===== config.mk =====
export PLATFORM = sky130hd
export DESIGN_NAME = bencode_stream_parser_top_flat
export DESIGN_NICKNAME = d
export VERILOG_FILES = /design/src/hw/rtl/bsp_pkg.sv /design/src/hw/rtl/bsp_if.sv /design/src/hw/rtl/bsp_core.sv /design/src/hw/rtl/bencode_stream_parser_top.sv /design/src/flat_wrapper.sv
export SDC_FILE = /design/constraint.sdc
export NUM_CORES = 1
export LEC_CHECK = 0
export BUFFER_PORTS_ARGS = -buffer_cell sky130_fd_sc_hd__buf_2
export CORE_ASPECT_RATIO = 1.2
export CORE_MARGIN = 2
export CORE_UTILIZATION = 55
export DETAILED_ROUTE_END_ITERATION = 8
export PLACE_DENSITY_LB_ADDON = 0.05
export SYNTH_ARGS = -nofsm -noshare
export SYNTH_HDL_FRONTEND = slang
export SYNTH_HIERARCHICAL = 1
export SYNTH_SLANG_ARGS = --single-unit

===== constraint.sdc =====
create_clock -name clk -period 19.06 [get_ports clk]
set_input_delay 3.812 -clock clk [delete_from_list [all_inputs] [get_ports clk]]
set_output_delay 3.812 -clock clk [all_outputs]
set_load 0.005 [all_outputs]

===== src/hw/rtl/bsp_pkg.sv =====
`default_nettype none

package bsp_pkg;

	localparam int MAX_DEPTH_DEF = 32;

	localparam logic [7:0] CH_I     = 8'h69;
	localparam logic [7:0] CH_E     = 8'h65;
	localparam logic [7:0] CH_D     = 8'h64;
	localparam logic [7:0] CH_L     = 8'h6c;
	localparam logic [7:0] CH_MINUS = 8'h2d;
	localparam logic [7:0] CH_COLON = 8'h3a;
	localparam logic [7:0] CH_0     = 8'h30;
	localparam logic [7:0] CH_9     = 8'h39;

	typedef enum logic [3:0] {
		PH_TOP      = 4'd0,
		PH_LVAL     = 4'd1,
		PH_DVAL     = 4'd2,
		PH_KEY      = 4'd3,
		PH_INTSTART = 4'd4,
		PH_INTDIG   = 4'd5,
		PH_LEN      = 4'd6,
		PH_KEYLEN   = 4'd7,
		PH_BODY     = 4'd8,
		PH_KEYBODY  = 4'd9
	} phase_t;

	typedef enum logic [1:0] {
		FIN_RUN  = 2'd0,
		FIN_DONE = 2'd1,
		FIN_ERR  = 2'd2
	} fin_t;

	typedef enum logic [1:0] {
		CT_LIST = 2'd1,
		CT_DICT = 2'd2
	} ctr_t;

	typedef enum logic [2:0] {
		EV_NONE     = 3'd0,
		EV_INT      = 3'd1,
		EV_STR_HDR  = 3'd2,
		EV_STR_BYTE = 3'd3,
		EV_LIST     = 3'd4,
		EV_DICT     = 3'd5,
		EV_CLOSE    = 3'd6
	} event_t;

	typedef enum logic [1:0] {
		ST_PROGRESS = 2'd0,
		ST_DONE     = 2'd1,
		ST_ERROR    = 2'd2,
		ST_IGNORED  = 2'd3
	} status_t;

	typedef struct packed {
		logic [7:0] data_byte;
		logic       is_end;
		logic       restart;
	} item_t;

	typedef struct packed {
		logic [2:0]         event_kind;
		logic signed [63:0] value;
		logic [5:0]         depth;
		logic [1:0]         status;
	} result_t;

endpackage

`default_nettype wire


===== src/hw/rtl/bsp_if.sv =====
`default_nettype none

interface bsp_in_if;
	logic       valid;
	logic       ready;
	logic [7:0] data_byte;
	logic       is_end;
	logic       restart;

	modport source (output valid, output data_byte, output is_end, output restart,
		input ready);
	modport sink (input valid, input data_byte, input is_end, input restart,
		output ready);
endinterface

interface bsp_out_if;
	logic               valid;
	logic               ready;
	logic [2:0]         event_kind;
	logic signed [63:0] value;
	logic [5:0]         depth;
	logic [1:0]         status;

	modport source (output valid, output event_kind, output value, output depth,
		output status, input ready);
	modport sink (input valid, input event_kind, input value, input depth,
		input status, output ready);
endinterface

`default_nettype wire


===== src/hw/rtl/bsp_core.sv =====
`default_nettype none

module bsp_core #(
	parameter int MAX_DEPTH = bsp_pkg::MAX_DEPTH_DEF
) (
	input  wire logic             clk,
	input  wire logic             arst_n,
	input  wire logic             fire,
	input  wire bsp_pkg::item_t   item,
	output bsp_pkg::result_t      res
);

	localparam int DW = $clog2(MAX_DEPTH + 1);
	localparam int IW = (MAX_DEPTH > 1) ? $clog2(MAX_DEPTH) : 1;

	bsp_pkg::phase_t ph_q, ph, ph_n;
	bsp_pkg::fin_t   fin_q, fin, fin_n;
	logic [DW-1:0]   d_q, d, d_n, d_sel, rd_addr;
	logic [63:0]     acc_q, acc, acc_n, acc10, digit;
	logic [63:0]     left_q, left, left_n;
	logic            neg_q, neg, neg_n;
	bsp_pkg::ctr_t   top_q, top_n, below_q, top_after, push_kind;
	bsp_pkg::ctr_t   mem [MAX_DEPTH];
	logic            push, pop, err, done_val, done_key, is_digit;
	bsp_pkg::event_t kind;
	logic [63:0]     val;
	bsp_pkg::status_t status;
	logic [7:0]      c;

	always_comb begin
		c = item.data_byte;
		ph = ph_q;
		d = d_q;
		acc = acc_q;
		neg = neg_q;
		left = left_q;
		fin = fin_q;
		if (item.restart) begin
			ph = bsp_pkg::PH_TOP;
			d = '0;
			acc = '0;
			neg = 1'b0;
			left = '0;
			fin = bsp_pkg::FIN_RUN;
		end
		ph_n = ph;
		d_n = d;
		acc_n = acc;
		neg_n = neg;
		left_n = left;
		fin_n = fin;
		kind = bsp_pkg::EV_NONE;
		val = '0;
		err = 1'b0;
		push = 1'b0;
		pop = 1'b0;
		done_val = 1'b0;
		done_key = 1'b0;
		push_kind = bsp_pkg::CT_LIST;
		top_after = top_q;
		is_digit = (c >= bsp_pkg::CH_0) && (c <= bsp_pkg::CH_9);
		digit = 64'(c - bsp_pkg::CH_0);
		acc10 = (acc << 3) + (acc << 1) + digit;
		status = bsp_pkg::ST_PROGRESS;

		if (fin == bsp_pkg::FIN_DONE) begin
			status = bsp_pkg::ST_IGNORED;
		end else if (fin == bsp_pkg::FIN_ERR) begin
			status = bsp_pkg::ST_ERROR;
		end else if (item.is_end) begin
			fin_n = bsp_pkg::FIN_ERR;
		end else begin
			unique case (ph) inside
				bsp_pkg::PH_TOP, bsp_pkg::PH_LVAL, bsp_pkg::PH_DVAL: begin
					if (c == bsp_pkg::CH_I) begin
						acc_n = '0;
						neg_n = 1'b0;
						ph_n = bsp_pkg::PH_INTSTART;
					end else if (c == bsp_pkg::CH_L || c == bsp_pkg::CH_D) begin
						if (d >= DW'(MAX_DEPTH)) begin
							err = 1'b1;
						end else begin
							push = 1'b1;
							push_kind = (c == bsp_pkg::CH_L) ? bsp_pkg::CT_LIST
								: bsp_pkg::CT_DICT;
							d_n = d + DW'(1);
							kind = (c == bsp_pkg::CH_L) ? bsp_pkg::EV_LIST
								: bsp_pkg::EV_DICT;
							ph_n = (c == bsp_pkg::CH_L) ? bsp_pkg::PH_LVAL
								: bsp_pkg::PH_KEY;
						end
					end else if (is_digit) begin
						acc_n = digit;
						ph_n = bsp_pkg::PH_LEN;
					end else if (c == bsp_pkg::CH_E && ph == bsp_pkg::PH_LVAL) begin
						pop = 1'b1;
						d_n = d - DW'(1);
						kind = bsp_pkg::EV_CLOSE;
						done_val = 1'b1;
					end else begin
						err = 1'b1;
					end
				end
				bsp_pkg::PH_KEY: begin
					if (c == bsp_pkg::CH_E) begin
						pop = 1'b1;
						d_n = d - DW'(1);
						kind = bsp_pkg::EV_CLOSE;
						done_val = 1'b1;
					end else if (c == bsp_pkg::CH_COLON) begin
						acc_n = '0;
						kind = bsp_pkg::EV_STR_HDR;
						done_key = 1'b1;
					end else if (is_digit) begin
						acc_n = digit;
						ph_n = bsp_pkg::PH_KEYLEN;
					end else begin
						err = 1'b1;
					end
				end
				bsp_pkg::PH_INTSTART, bsp_pkg::PH_INTDIG: begin
					if (c == bsp_pkg::CH_MINUS && ph == bsp_pkg::PH_INTSTART) begin
						neg_n = 1'b1;
						ph_n = bsp_pkg::PH_INTDIG;
					end else if (c == bsp_pkg::CH_E) begin
						val = neg ? (64'd0 - acc) : acc;
						kind = bsp_pkg::EV_INT;
						done_val = 1'b1;
					end else if (is_digit) begin
						acc_n = acc10;
						ph_n = bsp_pkg::PH_INTDIG;
					end else begin
						err = 1'b1;
					end
				end
				bsp_pkg::PH_LEN, bsp_pkg::PH_KEYLEN: begin
					if (c == bsp_pkg::CH_COLON) begin
						val = acc;
						kind = bsp_pkg::EV_STR_HDR;
						if (acc == '0) begin
							done_val = (ph == bsp_pkg::PH_LEN);
							done_key = (ph == bsp_pkg::PH_KEYLEN);
						end else begin
							left_n = acc;
							ph_n = (ph == bsp_pkg::PH_KEYLEN) ? bsp_pkg::PH_KEYBODY
								: bsp_pkg::PH_BODY;
						end
					end else if (is_digit) begin
						acc_n = acc10;
					end else begin
						err = 1'b1;
					end
				end
				bsp_pkg::PH_BODY, bsp_pkg::PH_KEYBODY: begin
					kind = bsp_pkg::EV_STR_BYTE;
					val = {56'd0, c};
					left_n = left - 64'd1;
					if (left_n == '0) begin
						done_val = (ph == bsp_pkg::PH_BODY);
						done_key = (ph == bsp_pkg::PH_KEYBODY);
					end
				end
				default: begin
					err = 1'b1;
				end
			endcase

			top_after = pop ? below_q : top_q;
			if (done_key) begin
				ph_n = bsp_pkg::PH_DVAL;
			end else if (done_val) begin
				if (d_n == '0) begin
					fin_n = bsp_pkg::FIN_DONE;
					ph_n = bsp_pkg::PH_TOP;
				end else begin
					ph_n = (top_after == bsp_pkg::CT_DICT) ? bsp_pkg::PH_KEY
						: bsp_pkg::PH_LVAL;
				end
			end

			if (err) begin
				fin_n = bsp_pkg::FIN_ERR;
				kind = bsp_pkg::EV_NONE;
				val = '0;
			end

			unique case (fin_n)
				bsp_pkg::FIN_RUN:  status = bsp_pkg::ST_PROGRESS;
				bsp_pkg::FIN_DONE: status = bsp_pkg::ST_DONE;
				default:           status = bsp_pkg::ST_ERROR;
			endcase
		end
		if (fin == bsp_pkg::FIN_RUN && item.is_end) begin
			status = bsp_pkg::ST_ERROR;
		end

		top_n = push ? push_kind : (pop ? below_q : top_q);
		d_sel = fire ? d_n : d_q;
		rd_addr = d_sel - DW'(2);

		res.event_kind = kind;
		res.value = val;
		res.depth = 6'(d_n);
		res.status = status;
	end

	always_ff @(posedge clk or negedge arst_n) begin
		if (!arst_n) begin
			ph_q <= bsp_pkg::PH_TOP;
			fin_q <= bsp_pkg::FIN_RUN;
			d_q <= '0;
			acc_q <= '0;
			neg_q <= 1'b0;
			left_q <= '0;
		end else if (fire) begin
			ph_q <= ph_n;
			fin_q <= fin_n;
			d_q <= d_n;
			acc_q <= acc_n;
			neg_q <= neg_n;
			left_q <= left_n;
		end
	end

	always_ff @(posedge clk) begin
		if (fire) begin
			top_q <= top_n;
		end
	end

	always_ff @(posedge clk) begin
		if (fire && push) begin
			mem[d[IW-1:0]] <= push_kind;
		end
		below_q <= mem[rd_addr[IW-1:0]];
	end

	assert property (@(posedge clk) disable iff (!arst_n) d_q <= DW'(MAX_DEPTH))
		else $error("stack depth beyond its limit");

	assert property (@(posedge clk) disable iff (!arst_n)
		fire && !item.restart && fin_q == bsp_pkg::FIN_ERR |->
		res.status == bsp_pkg::ST_ERROR && res.event_kind == bsp_pkg::EV_NONE)
		else $error("transaction after an error not reported as error");

	assert property (@(posedge clk) disable iff (!arst_n)
		fire && (res.event_kind == bsp_pkg::EV_LIST || res.event_kind == bsp_pkg::EV_DICT)
		|=> d_q != '0)
		else $error("open event without a stack entry");

	assert property (@(posedge clk) disable iff (!arst_n)
		(ph_q == bsp_pkg::PH_BODY || ph_q == bsp_pkg::PH_KEYBODY) |-> left_q != '0)
		else $error("string body with no bytes left");

endmodule

`default_nettype wire


===== src/hw/rtl/bencode_stream_parser_top.sv =====
// Streaming bencode parser. The msg channel takes one byte of the encoded
// message per transaction, together with an end-of-buffer flag and a restart
// flag that clears the parser before the byte is handled. The evt channel
// returns exactly one event per input transaction, in order: the event kind,
// its value, the nesting depth after the byte and the parse status.
// A byte is captured in an input register and decoded from there once the
// output register can take its event; the parser state is then updated and
// the event written to the output register.
// One byte is accepted per cycle for as long as events are taken; the parser
// state is updated once for each byte that is decoded.
// The container stack lives in a small memory with a prefetched entry below
// the top, so closing a container needs no further read of the memory.
// Reset empties the stack and returns the parser to waiting for a top value;
// no clearing pass is needed. When the receiver stalls, the pending event is
// held in the output register, one further byte waits in the input register
// and msg.ready then falls until evt is taken.
`default_nettype none

module bencode_stream_parser_top #(
	parameter int MAX_DEPTH = bsp_pkg::MAX_DEPTH_DEF
) (
	input wire logic  clk,
	input wire logic  arst_n,
	bsp_in_if.sink    msg,
	bsp_out_if.source evt
);

	logic             valid_s1;
	bsp_pkg::item_t   item_s1;
	logic             advance, fire;
	logic             evt_valid_q;
	bsp_pkg::result_t res, res_q;

	assign advance = !evt_valid_q || evt.ready;
	assign fire = valid_s1 && advance;
	assign msg.ready = !valid_s1 || advance;

	always_ff @(posedge clk or negedge arst_n) begin
		if (!arst_n) begin
			valid_s1 <= 1'b0;
			evt_valid_q <= 1'b0;
		end else begin
			if (msg.ready) begin
				valid_s1 <= msg.valid;
			end
			if (advance) begin
				evt_valid_q <= valid_s1;
			end
		end
	end

	always_ff @(posedge clk) begin
		if (msg.valid && msg.ready) begin
			item_s1 <= '{data_byte: msg.data_byte, is_end: msg.is_end,
				restart: msg.restart};
		end
		if (fire) begin
			res_q <= res;
		end
	end

	bsp_core #(
		.MAX_DEPTH(MAX_DEPTH)
	) u_core (
		.clk(clk),
		.arst_n(arst_n),
		.fire(fire),
		.item(item_s1),
		.res(res)
	);

	assign evt.valid = evt_valid_q;
	assign evt.event_kind = res_q.event_kind;
	assign evt.value = res_q.value;
	assign evt.depth = res_q.depth;
	assign evt.status = res_q.status;

endmodule

`default_nettype wire


===== src/flat_wrapper.sv =====
// flat-port wrapper written by rule: the top's interface ports become plain ports
module bencode_stream_parser_top_flat 
#(
	parameter int MAX_DEPTH = bsp_pkg::MAX_DEPTH_DEF
)
  (clk, arst_n, msg_valid, msg_data_byte, msg_is_end, msg_restart, msg_ready, evt_valid, evt_event_kind, evt_value, evt_depth, evt_status, evt_ready);
  bsp_in_if msg_i ();
  bsp_out_if evt_i ();
  input wire logic clk;
  input wire logic arst_n;
  input wire logic [$bits(msg_i.valid)-1:0] msg_valid;
  input wire logic [$bits(msg_i.data_byte)-1:0] msg_data_byte;
  input wire logic [$bits(msg_i.is_end)-1:0] msg_is_end;
  input wire logic [$bits(msg_i.restart)-1:0] msg_restart;
  output wire logic [$bits(msg_i.ready)-1:0] msg_ready;
  output wire logic [$bits(evt_i.valid)-1:0] evt_valid;
  output wire logic [$bits(evt_i.event_kind)-1:0] evt_event_kind;
  output wire logic [$bits(evt_i.value)-1:0] evt_value;
  output wire logic [$bits(evt_i.depth)-1:0] evt_depth;
  output wire logic [$bits(evt_i.status)-1:0] evt_status;
  input wire logic [$bits(evt_i.ready)-1:0] evt_ready;
  assign msg_i.valid = msg_valid;
  assign msg_i.data_byte = msg_data_byte;
  assign msg_i.is_end = msg_is_end;
  assign msg_i.restart = msg_restart;
  assign msg_ready = msg_i.ready;
  assign evt_valid = evt_i.valid;
  assign evt_event_kind = evt_i.event_kind;
  assign evt_value = evt_i.value;
  assign evt_depth = evt_i.depth;
  assign evt_status = evt_i.status;
  assign evt_i.ready = evt_ready;
  bencode_stream_parser_top #(.MAX_DEPTH(MAX_DEPTH)) u_core (.clk(clk), .arst_n(arst_n), .msg(msg_i), .evt(evt_i));
endmodule

==> summary.txt <==
Timing
  • Slew headroom: 0.250
  • Min cycle time layout: around 8.2 ns
  • Worst slew pin tran: about 1.1 ns
  • Max Clk Rate: ~120 MHz
  • Fin Setup TNS: 0 ns
  • RSZ-0062 raised after global routing: false
  • Clock skew: around 0.017 ns
  • Hold Vio Cnt, Final: 0
  • Crit share post-route: 0.433
  • Max-slew violation count: 0
  • # setup viols final: 0

CTS
  • Hold-fix buffers at CTS: 0
  • Clk slew on worst S/H paths: 0.06 ns
  • H-tree depth: 2
  • Root buffer cell: clkbuf_16
  • Clock Tree Buf Depth: 3
  • Post-CTS Resized: 0
  • Post-CTS Setup Repair Bufs: 0
  • CTS buffer count: 34
  • Clk Latency, worst-skew pair: 0.59 ns
  • Sink Count: between 200 and 300
  • CTS tree: yes

Floorplan
  • Die footprint: between 0.04 and 0.05 mm2
  • I/O pin count: 91
  • Chip height: around 230 um
  • Die width: approximately 200 um
  • Starting Density: 0.554
  • Site Rows: 84
  • Core area: around 0.044 mm2

Critical path
  • CP max FO: 37
  • FF-to-FF path depth: 17
  • CP max-delay cell: nor2_1
  • WP buf/inv: 5
  • Reg2reg setup slack: 12.13 ns
  • CP cell instances: buf_2, nand2b_1, and2_4, buf_4, clkinv_1, nor2_1, o21ai_0, a21oi_1, buf_4, inv_1, a2111o_1, xnor2_1, mux4_2, mux4_2
  • Required @ worst endpoint: about 20 ns
  • Critical Path AT: 8.70 ns
  • Worst r2r src: u_core/item_s1[6]
  • Top delay family on crit path: buffers and inverters
  • Type of origin of the critical path: input pin
  • Crit end category: flip-flop
  • Max incr delay on CP: ~0.74 ns
  • FF-to-FF End: u_core/u_core/acc_q[62]
  • CP Class: in2reg

Global route
  • Vias in the first global route: between 20,000 and 25,000
  • Gr ovfl total: 0
  • First-pass GRT wire length: between 100,000 and 150,000 um
  • GRT Total Usage: 0.411
  • Antenna violations before repair: 3
  • Largest net degree at the start of global routing: roughly 80

Power and ir drop
  • P per Cell Area: around 85 mW/mm2
  • Sw frac: 0.389
  • Register share of total power: 0.355
  • Leakage: between 0.01 and 0.015 uW
  • Pint: approximately 1400 uW
  • Final Power: ~2200 uW
  • Sw Pwr: about 860 uW
  • VDD IR max: 0.0611 mV
  • Clock network power share: 0.308
  • Comb pwr share: 0.338

Placement
  • IO Port Bufs: 90
  • DP HPWL: approximately 70,000 um
  • GPL Wtd Cong: ~1.0

Logic synthesis
  • Top_reg_cell synth: edfxtp_1
  • Synthesized cell area: between 0.02 and 0.025 mm2
  • Flops & latches, synth: ~300
  • Asr flop ratio synth: 0.483
  • Post-synthesis area per instance: roughly 8.3 um2
  • Sequential share of the synthesized area: 0.338
  • Mapped Cells: 2,896
  • EDFF count, synth: ~150
  • Yosys warnings: 6
  • Syn Nets: slightly above 3,000
  • Synth unique cells: between 80 and 90

Finish
  • Area taken by multi-input logic gates: about 0.015 mm2
  • Share of cells above drive strength 1: 0.103
  • Antenna Cells: 0
  • Layout Area Growth over Synthesis: 8.39%
  • Final #Nets: between 3,000 and 4,000
  • Register Area: around 0.0082 mm2
  • Fillcell total: slightly below 4,000

Detailed routing
  • Detailed Routing Iterations Pass 1: 9
  • Routed Antenna Nets: 0
  • Vias: about 24,000
  • WL per Instance: approximately 27 um
  • Residual DRC count: 0
  • WL final: 94,400 um
  • Initial DRC Count: roughly 3,300
  • DR vias/cell: between 7 and 8

Min path
  • HP Class: reg2reg
  • Min-delay src: u_core/u_core/left_q[63]
  • WHS Path Cells: 2
  • Hold Path End: u_core/u_core/left_q[63]

Run status
  • Result of the run: finished clean

Flow run
  • Maxcap violations: 0
cells by family (layout without fill, tap and decap cells):
logic type      Yosys count  in the layout  synth area share
compound gates          959            959             0.245
xor+xnor                105            105            0.0382
fa+ha+maj               134            134            0.0886
buf+inv                 264            275            0.0416
flops                   296            296             0.338
mux                      57             57            0.0308
simple gates           1081           1081             0.217
worst min-delay path: cells and delay by family, from the launching register on:
kind / cells / cell delay, ns
AO/OA/AOI/OAI: 1 / 0.09
AND/OR/NAND/NOR: 1 / 0.05
flip-flops: 1 / 0.36
power by group through the flow:
stage	Sequential, uW	Clock (uW)	Combinational, uW
final	784	680	746
after detailed placement	790	0	720
after floorplan	757	0	523
after CTS	778	685	724
after global placement	790	0	712
after global routing	786	709	806
synthesized netlist by cell type, types with 34 or more instances:
master	count	area, um2
nor2b_1	76	475
edfxtp_1	151	4530
nor4_1	38	238
mux2_2	37	417
nand3_1	51	255
fa_1	61	1220
nand2_1	275	1030
a31oi_1	36	225
xnor2_1	71	622
nor3_1	86	430
ha_1	73	913
o21ai_0	281	1410
a21o_1	51	383
a21oi_1	304	1520
inv_1	68	255
xor2_1	34	298
clkbuf_1	176	661
dfrtp_1	143	3580
nor2_1	344	1290
placed cells by master, fill, tap and decap left out, types with 16 or more instances in the layout:
master and n:
inv_1 67, a221oi_1 23, xnor2_1 71, ha_1 73
nor2b_1 76, xor2_1 34, o211ai_1 16, a21oi_1 304
nand4_1 33, dfrtp_1 143, fa_1 61, nor4_1 37
a22oi_1 30, clkbuf_16 35, nor2_1 339, nor3_1 84
a22o_1 27, o21a_1 17, buf_2 89, and3_1 16
o31ai_1 20, o22ai_1 21, o21bai_1 16, nand3_1 51
nand2_1 273, nand2b_1 17, or2_2 17, o21ai_0 280
mux2_2 37, a21o_1 50, or3_1 25, edfxtp_1 151
buf_4 54, a31oi_1 36
how the worst max path moves through the flow:
stage,start,endpoint,cells past startpoint
after CTS,evt_ready,u_core/u_core/below_q[1],14
after global placement,evt_ready,u_core/u_core/below_q[1],14
after floorplan,evt_ready,u_core/u_core/below_q[0],12
after detailed placement,evt_ready,u_core/u_core/below_q[0],14
final,evt_ready,u_core/u_core/below_q[1],14
after global routing,evt_ready,u_core/u_core/below_q[1],14
metrics by stage:
| step | cells | cell area (um2) | hold WS [ns] | util | setup slack [ns] |
|---|---|---|---|---|---|
| final | 3466 | 26100 | 0.541 | 0.600 | 10.81 |
| after global routing | 3466 | 26100 | 0.573 | 0.600 | 10.44 |
| after CTS | 3466 | 26100 | 0.538 | 0.600 | 10.87 |
| after detailed placement | 3404 | 25000 | 0.525 | 0.575 | 10.25 |
| after global placement | 3404 | 25000 | 0.486 | 0.575 | 10.38 |
| after floorplan | 2896 | 24100 | 0.469 | - | 9.12 |
registers in the layout, summed over array words and instances (netlist names), 2 cells and up:
signal and cells:
u_core/evt.depth 6, u_core/evt.event_kind 3, u_core/evt.status 2, u_core/evt.value 64
u_core/item_s1 10, u_core/u_core/acc_q 64, u_core/u_core/below_q 2, u_core/u_core/d_q 6
u_core/u_core/fin_q 2, u_core/u_core/left_q 64, u_core/u_core/mem 64, u_core/u_core/ph_q 4
u_core/u_core/top_q 2
cell type report:
cell class                      count  area share
Multi-Input combinational cell   2336       0.575
Sequential cell                   296       0.312
Clock buffer                       42      0.0349
Timing Repair Buffer              144      0.0330
Tap cell                          559      0.0268
Inverter                           69     0.00992
Clock inverter                     20     0.00800
per-layer routing:
metal,global-route usage,part of all wire,vias up
li1,-,-,10647
met1,0.539,0.38,11690
met2,0.638,0.44,1641
met3,0.0832,0.11,350
met4,0.232,0.064,6
met5,0,0.00042,-
No activity file was read; power rests on OpenSTA's default activity.
